### config.mk
export PLATFORM = sky130hd
export DESIGN_NAME = expiry_ordered_queue_top
export DESIGN_NICKNAME = d
export VERILOG_FILES = /design/src/rtl/eoq_pkg.sv /design/src/rtl/eoq_ram.sv /design/src/rtl/eoq_scan.sv /design/src/rtl/expiry_ordered_queue_top.sv
export SDC_FILE = /design/constraint.sdc
export NUM_CORES = 1
export LEC_CHECK = 0
export ABC_AREA = 0
export BUFFER_PORTS_ARGS = -buffer_cell sky130_fd_sc_hd__buf_2
export CAP_MARGIN = 15
export CORE_MARGIN = 4
export CORE_UTILIZATION = 45
export CTS_CLUSTER_SIZE = 12
export DETAILED_ROUTE_END_ITERATION = 12
export SETUP_SLACK_MARGIN = 0.15
export SYNTH_ARGS = -nofsm -noshare
export SYNTH_HDL_FRONTEND = slang
export SYNTH_SLANG_ARGS = --single-unit
### constraint.sdc
create_clock -name i_clk -period 21.1 [get_ports i_clk]
set_input_delay 1.055 -clock i_clk [delete_from_list [all_inputs] [get_ports i_clk]]
set_output_delay 1.055 -clock i_clk [all_outputs]
set_load 0.1 [all_outputs]
### src/rtl/eoq_pkg.sv
`default_nettype none

package eoq_pkg;

    localparam int QUEUE_DEPTH  = 16;
    localparam int PAYLOAD_BITS = 32;
    localparam int KEY_BITS     = 32;
    localparam int FIELD_BITS   = 32;

    typedef enum logic [1:0] {
        CMD_PUSH       = 2'd0,
        CMD_POP_OLDEST = 2'd1,
        CMD_POP_EXPIRY = 2'd2,
        CMD_CLEAR      = 2'd3
    } t_cmd;

    typedef enum logic [1:0] {
        ST_IDLE,
        ST_SCAN,
        ST_SHIFT,
        ST_FIN
    } t_state;

    typedef struct packed {
        logic load;
        logic step;
    } t_scan_ctl;

endpackage

`default_nettype wire

### src/rtl/eoq_ram.sv
`default_nettype none

module eoq_ram #(
    parameter int WIDTH = 64,
    parameter int DEPTH = 16
) (
    input  wire logic                     i_clk,
    input  wire logic                     i_we,
    input  wire logic [$clog2(DEPTH)-1:0] i_waddr,
    input  wire logic [WIDTH-1:0]         i_wdata,
    input  wire logic [$clog2(DEPTH)-1:0] i_raddr,
    output logic      [WIDTH-1:0]         o_rdata
);

    logic [WIDTH-1:0] r_mem [DEPTH];

    always_ff @(posedge i_clk) begin
        if (i_we) begin
            r_mem[i_waddr] <= i_wdata;
        end
        o_rdata <= r_mem[i_raddr];
    end

endmodule

`default_nettype wire

### src/rtl/eoq_scan.sv
`default_nettype none

module eoq_scan #(
    parameter int DEPTH = eoq_pkg::QUEUE_DEPTH,
    parameter int PAY_W = eoq_pkg::PAYLOAD_BITS
) (
    input  wire logic                         i_clk,
    input  wire eoq_pkg::t_scan_ctl           i_ctl,
    input  wire logic [$clog2(DEPTH)-1:0]     i_idx,
    input  wire logic [eoq_pkg::KEY_BITS-1:0] i_key,
    input  wire logic [PAY_W-1:0]             i_pay,
    output logic      [$clog2(DEPTH)-1:0]     o_best_idx,
    output logic      [eoq_pkg::KEY_BITS-1:0] o_best_key,
    output logic      [PAY_W-1:0]             o_best_pay
);

    localparam int IDX_W = $clog2(DEPTH);

    logic [IDX_W-1:0]             r_best_idx, n_best_idx;
    logic [eoq_pkg::KEY_BITS-1:0] r_best_key, n_best_key;
    logic [PAY_W-1:0]             r_best_pay, n_best_pay;

    // strict less-than: on equal keys the entry nearer the head stays
    always_comb begin
        n_best_idx = r_best_idx;
        n_best_key = r_best_key;
        n_best_pay = r_best_pay;
        if (i_ctl.load || (i_ctl.step && (i_key < r_best_key))) begin
            n_best_idx = i_idx;
            n_best_key = i_key;
            n_best_pay = i_pay;
        end
    end

    always_ff @(posedge i_clk) begin
        r_best_idx <= n_best_idx;
        r_best_key <= n_best_key;
        r_best_pay <= n_best_pay;
    end

    assign o_best_idx = n_best_idx;
    assign o_best_key = n_best_key;
    assign o_best_pay = n_best_pay;

endmodule

`default_nettype wire

### src/rtl/expiry_ordered_queue_top.sv
`default_nettype none

// channel  | valid       | ready       | payload
// ---------+-------------+-------------+------------------------------------------
// request  | i_in_valid  | o_in_ready  | i_cmd, i_expiry_key, i_item_payload
// result   | o_out_valid | i_out_ready | o_ok, o_out_expiry, o_out_payload,
//          |             |             | o_now_empty
//
// Entries sit in one RAM, head at address 0, packed towards the tail.
// A pop reads entries one a cycle from the single read port (pop oldest reads only
// the head, pop by expiry reads all N), then moves the entries behind the removed
// one down by one a cycle.
// Reset empties the queue at once; the RAM itself is not cleared.
// A new request is taken while the last result still waits at the output.
module expiry_ordered_queue_top #(
    parameter int QUEUE_DEPTH  = eoq_pkg::QUEUE_DEPTH,
    parameter int PAYLOAD_BITS = eoq_pkg::PAYLOAD_BITS
) (
    input  wire logic                           i_clk,
    input  wire logic                           i_rst_n,
    input  wire logic                           i_in_valid,
    output logic                                o_in_ready,
    input  wire logic [1:0]                     i_cmd,
    input  wire logic [eoq_pkg::KEY_BITS-1:0]   i_expiry_key,
    input  wire logic [eoq_pkg::FIELD_BITS-1:0] i_item_payload,
    output logic                                o_out_valid,
    input  wire logic                           i_out_ready,
    output logic                                o_ok,
    output logic      [eoq_pkg::KEY_BITS-1:0]   o_out_expiry,
    output logic      [eoq_pkg::FIELD_BITS-1:0] o_out_payload,
    output logic                                o_now_empty
);

    localparam int IDX_W  = $clog2(QUEUE_DEPTH);
    localparam int CNT_W  = $clog2(QUEUE_DEPTH + 1);
    localparam int KEY_W  = eoq_pkg::KEY_BITS;
    localparam int FLD_W  = eoq_pkg::FIELD_BITS;
    localparam int WORD_W = KEY_W + PAYLOAD_BITS;
    localparam int WIDE_W = 64;

    eoq_pkg::t_state r_state, n_state;
    logic [CNT_W-1:0] r_count, n_count;
    logic [IDX_W-1:0] r_idx, n_idx;
    logic             r_oldest, n_oldest;

    logic                    r_res_ok, n_res_ok;
    logic [KEY_W-1:0]        r_res_key, n_res_key;
    logic [PAYLOAD_BITS-1:0] r_res_pay, n_res_pay;
    logic                    r_res_empty, n_res_empty;

    logic                    r_out_valid, n_out_valid;
    logic                    r_out_ok;
    logic [KEY_W-1:0]        r_out_key;
    logic [PAYLOAD_BITS-1:0] r_out_pay;
    logic                    r_out_empty;
    logic                    out_load;

    logic              ram_we;
    logic [IDX_W-1:0]  ram_waddr;
    logic [WORD_W-1:0] ram_wdata;
    logic [IDX_W-1:0]  ram_raddr;
    logic [WORD_W-1:0] ram_rdata;

    logic [KEY_W-1:0]        rd_key;
    logic [PAYLOAD_BITS-1:0] rd_pay;
    logic [WIDE_W-1:0]       in_pay_wide;
    logic [WIDE_W-1:0]       out_pay_wide;

    eoq_pkg::t_scan_ctl      scan_ctl;
    logic [IDX_W-1:0]        best_idx;
    logic [KEY_W-1:0]        best_key;
    logic [PAYLOAD_BITS-1:0] best_pay;

    logic [CNT_W-1:0] idx_next;
    logic [CNT_W-1:0] best_next;
    logic             scan_last;

    assign rd_key      = ram_rdata[WORD_W-1 -: KEY_W];
    assign rd_pay      = ram_rdata[PAYLOAD_BITS-1:0];
    assign in_pay_wide = WIDE_W'(i_item_payload);

    assign idx_next  = CNT_W'(r_idx) + CNT_W'(1);
    assign best_next = CNT_W'(best_idx) + CNT_W'(1);
    assign scan_last = r_oldest || (idx_next == r_count);

    eoq_ram #(
        .WIDTH (WORD_W),
        .DEPTH (QUEUE_DEPTH)
    ) u_ram (
        .i_clk   (i_clk),
        .i_we    (ram_we),
        .i_waddr (ram_waddr),
        .i_wdata (ram_wdata),
        .i_raddr (ram_raddr),
        .o_rdata (ram_rdata)
    );

    eoq_scan #(
        .DEPTH (QUEUE_DEPTH),
        .PAY_W (PAYLOAD_BITS)
    ) u_scan (
        .i_clk      (i_clk),
        .i_ctl      (scan_ctl),
        .i_idx      (r_idx),
        .i_key      (rd_key),
        .i_pay      (rd_pay),
        .o_best_idx (best_idx),
        .o_best_key (best_key),
        .o_best_pay (best_pay)
    );

    always_comb begin
        n_state     = r_state;
        n_count     = r_count;
        n_idx       = r_idx;
        n_oldest    = r_oldest;
        n_res_ok    = r_res_ok;
        n_res_key   = r_res_key;
        n_res_pay   = r_res_pay;
        n_res_empty = r_res_empty;
        ram_we      = 1'b0;
        ram_waddr   = r_count[IDX_W-1:0];
        ram_wdata   = {i_expiry_key, in_pay_wide[PAYLOAD_BITS-1:0]};
        ram_raddr   = '0;
        scan_ctl    = '0;
        out_load    = 1'b0;
        o_in_ready  = 1'b0;

        case (r_state)
            eoq_pkg::ST_IDLE: begin
                o_in_ready = 1'b1;
                if (i_in_valid) begin
                    n_res_ok    = 1'b0;
                    n_res_key   = '0;
                    n_res_pay   = '0;
                    n_res_empty = (r_count == '0);
                    n_state     = eoq_pkg::ST_FIN;
                    case (eoq_pkg::t_cmd'(i_cmd))
                        eoq_pkg::CMD_PUSH: begin
                            if (r_count < CNT_W'(QUEUE_DEPTH)) begin
                                ram_we      = 1'b1;
                                n_count     = r_count + CNT_W'(1);
                                n_res_ok    = 1'b1;
                                n_res_empty = 1'b0;
                            end
                        end
                        eoq_pkg::CMD_POP_OLDEST, eoq_pkg::CMD_POP_EXPIRY: begin
                            if (r_count != '0) begin
                                ram_raddr = '0;
                                n_idx     = '0;
                                n_oldest  = (eoq_pkg::t_cmd'(i_cmd) == eoq_pkg::CMD_POP_OLDEST);
                                n_state   = eoq_pkg::ST_SCAN;
                            end
                        end
                        eoq_pkg::CMD_CLEAR: begin
                            n_count     = '0;
                            n_res_ok    = 1'b1;
                            n_res_empty = 1'b1;
                        end
                        default: begin
                            n_state = eoq_pkg::ST_FIN;
                        end
                    endcase
                end
            end

            eoq_pkg::ST_SCAN: begin
                scan_ctl.load = (r_idx == '0);
                scan_ctl.step = (r_idx != '0);
                if (!scan_last) begin
                    ram_raddr = idx_next[IDX_W-1:0];
                    n_idx     = idx_next[IDX_W-1:0];
                end else begin
                    n_res_ok    = 1'b1;
                    n_res_key   = best_key;
                    n_res_pay   = best_pay;
                    n_res_empty = (r_count == CNT_W'(1));
                    if (best_next < r_count) begin
                        // close the gap: fetch the entry behind the removed one
                        ram_raddr = best_next[IDX_W-1:0];
                        n_idx     = best_next[IDX_W-1:0];
                        n_state   = eoq_pkg::ST_SHIFT;
                    end else begin
                        n_count = r_count - CNT_W'(1);
                        n_state = eoq_pkg::ST_FIN;
                    end
                end
            end

            eoq_pkg::ST_SHIFT: begin
                ram_we    = 1'b1;
                ram_waddr = r_idx - IDX_W'(1);
                ram_wdata = ram_rdata;
                if (idx_next < r_count) begin
                    ram_raddr = idx_next[IDX_W-1:0];
                    n_idx     = idx_next[IDX_W-1:0];
                end else begin
                    n_count = r_count - CNT_W'(1);
                    n_state = eoq_pkg::ST_FIN;
                end
            end

            eoq_pkg::ST_FIN: begin
                // hold the result until the output register is free
                if (!r_out_valid || i_out_ready) begin
                    out_load = 1'b1;
                    n_state  = eoq_pkg::ST_IDLE;
                end
            end

            default: begin
                n_state = eoq_pkg::ST_IDLE;
            end
        endcase
    end

    always_comb begin
        n_out_valid = r_out_valid;
        if (out_load) begin
            n_out_valid = 1'b1;
        end else if (i_out_ready) begin
            n_out_valid = 1'b0;
        end
    end

    always_ff @(posedge i_clk) begin
        if (!i_rst_n) begin
            r_state     <= eoq_pkg::ST_IDLE;
            r_count     <= '0;
            r_out_valid <= 1'b0;
        end else begin
            r_state     <= n_state;
            r_count     <= n_count;
            r_out_valid <= n_out_valid;
        end
    end

    always_ff @(posedge i_clk) begin
        r_idx       <= n_idx;
        r_oldest    <= n_oldest;
        r_res_ok    <= n_res_ok;
        r_res_key   <= n_res_key;
        r_res_pay   <= n_res_pay;
        r_res_empty <= n_res_empty;
        if (out_load) begin
            r_out_ok    <= r_res_ok;
            r_out_key   <= r_res_key;
            r_out_pay   <= r_res_pay;
            r_out_empty <= r_res_empty;
        end
    end

    assign out_pay_wide  = WIDE_W'(r_out_pay);
    assign o_out_valid   = r_out_valid;
    assign o_ok          = r_out_ok;
    assign o_out_expiry  = r_out_key;
    assign o_out_payload = out_pay_wide[FLD_W-1:0];
    assign o_now_empty   = r_out_empty;

endmodule

`default_nettype wire
; Word-level counts from Yosys, hierarchy flattened
; Memory sizes are Yosys's and may differ from the RTL's. A register that Yosys moved wholly into a read port is not among the register bits.
; Index checks and enable logic that the tools add are counted.
[word_totals]
inputBits = 70
romBits = 0
ram_bits = 1024
n_memories = 1
latch_bits = 0
word_cells = 122
reg_bits = 213
out_inout_bits = 68
[mem_list]
columns = memory, depth, width, rd, rd_ports_with_merged_regs, wr, line
row1 = u_ram.r_mem, 16, 64, 1, 1, 1, eoq_ram.sv:15  ; logic [WIDTH-1:0] r_mem [DEPTH];
[op_classes]
n_div = 0
shift = 0
mul = 0
order_cmp = 4
n_reduce_logical = 20
n_eq_ne = 19
bitwise_logic = 0
n_mux = 57
addsub = 5
[ops]
columns = cell, count
row1 = $mux 32, 5
row2 = $pmux 32 s2, 2
row3 = $mux 64, 1
row4 = $mux 4, 11
row5 = $lt 32x32->1, 1
row6 = $mux 5, 5
row7 = $mux 1, 16
row8 = $pmux 5 s3, 1
row9 = $mux 2, 7
row10 = $ne 2x2->1 const B, 7
row11 = $pmux 4 s3, 1
row12 = $add 4x1->5 const B, 2
row13 = $lt 5x5->1, 2
row14 = $pmux 1 s2, 5
row15 = $pmux 5 s2, 1
row16 = $eq 2x2->1 const B, 4
row17 = $pmux 2 s4, 1
row18 = $pmux 4 s2, 1
row19 = $reduce_and 4->1, 2
row20 = $reduce_and 7->1, 1
row21 = $ne 3x3->1 const B, 2
row22 = $reduce_and 6->1, 1
row23 = $add 5x1->5 const B, 1
row24 = $eq 5x1->1 const B, 1
row25 = other kinds (19), 24

; Depth between registers and ports, before layout
[depth]
ltp_word = 10
depth_mapped = 24
ltp_nobuf = 20

; Hierarchy
; A second synthesis with hierarchy kept.
[hier_totals]
hier_cells = 2376
hier_area_um2 = 49366.1
[modules_own_cells]
columns = mod, cells_per_inst, seq_area_each_um2, area_each_um2, n_inst
row1 = eoq_ram, 1647, 32030.7, 39583.0, 1
row2 = expiry_ordered_queue_top, 474, 4274.1, 6734.0, 1
row3 = eoq_scan, 255, 1361.3, 3049.2, 1

; Worst setup path after synthesis
; OpenSTA, ideal clock, no wires.
[synth_timing]
kind = register to register
start = register r_idx[0]
end = register r_res_empty, enable pin
setup_ps = 590
path_stages_with_launch = 10
path_slack_ps = 13775
arrival_ps = 6735
n_path_buf = 1
t_required_ps = 20510
synth_period_minus_slack_ps = 7325
path_cell_list = edfxtp_1 > clkbuf_1 > nand3_1 > xor2_1 > inv_1 > ha_1 > a41oi_1 > nand2_1 > o21a_1 > a21boi_0
[synth_between]
elab_chain_cells = 5
[synth_lines]
columns = element, line
row1 = from (decl), expiry_ordered_queue_top.sv:43  ; logic [IDX_W-1:0] r_idx, n_idx;
row2 = from (signal assigned), expiry_ordered_queue_top.sv:239  ; r_idx <= n_idx;
row3 = $add 4x1->5, expiry_ordered_queue_top.sv:82  ; assign idx_next = CNT_W'(r_idx) + CNT_W'(1);
row4 = $eq 5x5->1, expiry_ordered_queue_top.sv:84  ; assign scan_last = r_oldest || (idx_next == r_count);
row5 = $logic_or 1x1->1, expiry_ordered_queue_top.sv:84
row6 = $ne 2x2->1 (no line), n/a
row7 = $reduce_and 3->1 (no line), n/a
row8 = to (signal assigned), expiry_ordered_queue_top.sv:244  ; r_res_empty <= n_res_empty;
row9 = to (decl), expiry_ordered_queue_top.sv:49  ; logic r_res_empty, n_res_empty;
; Every way passes these cells.
; A chain may end at the register's enable or synchronous reset.

; Final worst setup path
[layout_timing]
start = register r_state[1]
end = register u_ram.o_rdata[49], read port of u_ram.r_mem
[layout_between]
elab_chain_cells = 10
word_cells_on_any_way = 11
cone_classes = add/sub (1) / order compare (1) / eq/ne (2) / mux (5) / reduce/logical (2)
[layout_lines]
columns = element, line
row1 = from (decl), expiry_ordered_queue_top.sv:41  ; eoq_pkg::t_state r_state, n_state;
row2 = from (signal assigned), expiry_ordered_queue_top.sv:228  ; r_state <= eoq_pkg::ST_IDLE;
row3 = from (signal assigned), expiry_ordered_queue_top.sv:232  ; r_state <= n_state;
row4 = $eq 2x1->1, expiry_ordered_queue_top.sv:129  ; case (r_state)
row5 = $mux 2, expiry_ordered_queue_top.sv:129
row6 = $logic_and 1x1->1, eoq_scan.sv:28  ; if (i_ctl.load || (i_ctl.step && (i_key < r_best_key))) begin
row7 = $logic_or 1x1->1, eoq_scan.sv:28
row8 = $mux 4, eoq_scan.sv:28
row9 = $add 4x1->5, expiry_ordered_queue_top.sv:83  ; assign best_next = CNT_W'(best_idx) + CNT_W'(1);
row10 = $lt 5x5->1, expiry_ordered_queue_top.sv:178  ; if (best_next < r_count) begin
row11 = $mux 4, expiry_ordered_queue_top.sv:178
row12 = $mux 4, expiry_ordered_queue_top.sv:170  ; if (!scan_last) begin
row13 = $pmux 4 s2 (*), expiry_ordered_queue_top.sv:129
row14 = to (decl), eoq_ram.sv:12  ; output logic [WIDTH-1:0] o_rdata
; Mark *: on every way between the ends. The rest lies on a longest branch, timed or not.

==> summary.txt <==
Status: complete, but fails checks
Failing checks: slew limit
Global-route wire length before repair: 203,100 um
Slowest library cell on the worst path: buf_4
Clock transition at path regs: 0.06 ns
Hold Crit Class: reg2reg
Mapped Nets: 3,612
Post-CTS Setup Repair Bufs: 0
Cell mode on critical path: buf_4
EDFF count, synth: 1,161
CTS Buf Count: 138
Sequential area share after synthesis: 71.19%
Root Driver: clkbuf_16
Crit path depth: 19
Global Route met2 Usage: 35.21%
LEAKAGE: 0.02005 uW
DRT Wirelength: 138,100 um
Port bufs: 137
Per-cell routed wire length: 26.62 um
Synthesis Warnings: 0
Cts hold-fix bufs: 0
Asr flop ratio synth: 0%
RD Place Congestion: 0.8325
Clock latency on the worst-skew pair: 0.74 ns
Worst setup startpoint: r_state[1]$_SDFFE_PN0P_
Critical Path Sink: u_ram.o_rdata[49]$_DFF_P_
Post-route ant nets: 0
Reg area: 37,670 um^2
Critical path, cell by cell: inv_1, ha_4, clkinv_1, nor3_2, buf_4, buf_4, mux2i_1, ha_1, a21o_1, a21oi_1, o41ai_2, o21ai_4, buf_12, a21o_4, buf_4, buf_4, a311oi_1, o21ai_0, nand4_1
Reg2Reg Setup Slack: 12.29 ns
Synth unique cells: 62
Initial antenna violation count: 2
Io pins: 138
R2R Path End: u_ram.o_rdata[49]$_DFF_P_
Layout Skew: 0.03071 ns
Max incr delay on CP: 0.99 ns
Post-CTS sizing: 0
Nets: 3,677
Worst-Margin Slew: 1.631 ns
Final count of pins violating max slew: 72
Hold Fails Final Rpt: 0
Crit path max fanout: 175
Number of synthesized register bits: 1,301
Critical Path RT: 21.69 ns
Area occupied by multi-input gates: 13,230 um^2
Total Routing Usage GR: 22.13%
Setup TNS: 0 ns
Synth area leaders: edfxtp_1 66%, mux2_2 6.3%, dfxtp_1 5.3%, a311oi_1 4.3%, a211oi_1 3.7%
Dpl cell area: 55,150 um^2
HPWL Detailed: 68,180 um
Unrepaired setup endpoints after global routing: false
Post-Synthesis Cells: 3,486
Fin area: 59,560 um^2
Crit Reg-Reg Startpoint: r_state[1]$_SDFFE_PN0P_
Cell Area, Synth: 52,910 um^2
CP bufs+invs: 7
Max_slew headroom: -8.709%
Final min period: 8.807 ns
Number of global-route vias before repair: 30,650
Filler cells: 9,629
Layout cells sized above 1: 19.81%
Synth top area share: 65.90%
Post-synth top flop: edfxtp_1
Largest net degree at the start of global routing: 215
Mean Syn Cell Area: 15.18 um^2
Peak supply drop: 256.9 uV
Met3 GRT Util: 3.953%
Via count: 31,090
Initial core utilization: 45.41%
Area delta synth->final: 12.57%
CTS max path bufs: 3
Setup Crit Path Kind: reg2reg
DIE HEIGHT: 350.9 um
Min-delay src: r_res_key[7]$_SDFFCE_PN0P_
Max-cap violation count: 0
Delay-heaviest family, CP: buffers and inverters
Crit end category: flip-flop
Grt met1 use: 31.29%
Die area: 123,100 um^2
P per Cell Area: 151.5 nW/um^2
Max Fclk: 113.5 MHz
Layer with the highest usage: met2
Overflow after GRT: 0
Core area: 116,500 um^2
Site Rows: 125
Vias per cell: 5.995
Cell with the most instances after synthesis: edfxtp_1
Die width: 350.9 um
CTS tree: done
Area leader, netlist: edfxtp_1
Final Core Density: 51.11%
Iter 0 DRT Violations: 3,325
R2R cell count: 19
Num Clock Sinks: 1,301
Crit path DAT: 9.40 ns
Final setup fails: 0
Final Cycle Share: 41.74%
Synth top cells by count: 1,161 x edfxtp_1, 308 x inv_1, 297 x mux2_2
CP Launch Type: flip-flop
CTS HTree Levels: 4
Residual DRC: 0
DRT Pass-1 Iters: 6
## flip-flops by register name, indices dropped and copies added, names as in the netlist
signal	flops
o_now_empty	1
o_ok	1
o_out_expiry	32
o_out_payload	32
o_out_valid	1
r_count	5
r_idx	4
r_oldest	1
r_res_empty	1
r_res_key	32
r_res_ok	1
r_res_pay	32
r_state	2
u_ram.o_rdata	64
u_ram.r_mem	1024
u_scan.r_best_idx	4
u_scan.r_best_key	32
u_scan.r_best_pay	32
## routing by layer
metal  vias to the layer above  share of wire (%)
li1                      13830                  -
met1                     15730                 43
met2                      1300                 47
met5                         -                  0
met4                         0                2.5
met3                       235                7.9
## per-stage QoR
step                power, uW  setup slack (ns)  hold slack, ns  std cells
floorplan                5722             13.78          0.4003       3486
CTS                      9062             12.21          0.4127       5184
global placement         6659             12.41          0.4004       4935
detailed placement       6705             12.23          0.4045       4935
finish                   9025             12.29          0.4046       5186
global route             9451             11.63          0.4178       5184
## how the worst min path moves through the flow
| stage | end | slack, ns | cells past startpoint |
|---|---|---|---|
| after detailed placement | o_out_expiry[1]$_DFFE_PP_ | 0.40 | 0 |
| after global placement | o_out_payload[27]$_DFFE_PP_ | 0.40 | 0 |
| after global routing | o_out_expiry[16]$_DFFE_PP_ | 0.42 | 0 |
| after floorplan | o_now_empty$_DFFE_PP_ | 0.40 | 0 |
| after CTS | o_out_expiry[16]$_DFFE_PP_ | 0.41 | 0 |
| final | o_out_expiry[7]$_DFFE_PP_ | 0.40 | 0 |
## kinds of logic after synthesis
| kind of cell | after synthesis | synth area share, % |
|---|---|---|
| buf+inv | 580 | 4.280 |
| fa+ha+maj | 56 | 1.324 |
| simple gates | 279 | 2.847 |
| xor+xnor | 6 | 0.09934 |
| flops | 1301 | 71.19 |
| mux | 361 | 7.672 |
| compound gates | 903 | 12.58 |
## report_power, final
group / switching (uW) / total [uW] / internal [uW]
sequential: 158 / 3600 / 3440
combinational: 2210 / 3070 / 865
clock: 967 / 2350 / 1390
total: 3330 / 9020 / 5690
## final cells by class
type	instances	share of cell area (%)
Antenna cell	2	0.008404
Clock buffer	218	6.784
Clock inverter	31	0.5988
Inverter	309	1.948
Multi-Input combinational cell	1605	22.21
Sequential cell	1301	63.24
Tap cell	1524	3.202
Timing Repair Buffer	196	2.000
## placed cells by master (no fill, tap or decap), types with 4 or more instances in the layout
cell / n
clkinv_8: 4
buf_4: 54
nand2_1: 57
ha_1: 53
edfxtp_1: 1161
nor2_1: 25
a211oi_1: 258
dfxtp_1: 140
clkinv_1: 7
mux2_2: 297
clkbuf_8: 18
o21a_1: 4
clkbuf_1: 57
o21ai_1: 30
nand3b_1: 4
a311oi_1: 258
buf_2: 137
mux2_1: 59
nand3_1: 11
nor2_4: 17
a22oi_1: 132
clkbuf_16: 143
a21oi_1: 35
buf_12: 5
o21ai_0: 149
inv_1: 308
and2_1: 65
nand4_1: 69
nor3_1: 9
mux2i_1: 5
clkinv_2: 11
bufinv_16: 6
## worst reg2reg max path: cells and delay by family (launching register included)
| family | cells | cell delay, ns |
|---|---|---|
| mux | 1 | 0.27 |
| flops | 1 | 0.37 |
| compound gates | 7 | 2.00 |
| simple gates | 2 | 0.49 |
| fa+ha+maj | 2 | 0.95 |
| buf+inv | 7 | 4.59 |
No activity file was read; power rests on OpenSTA's default activity.
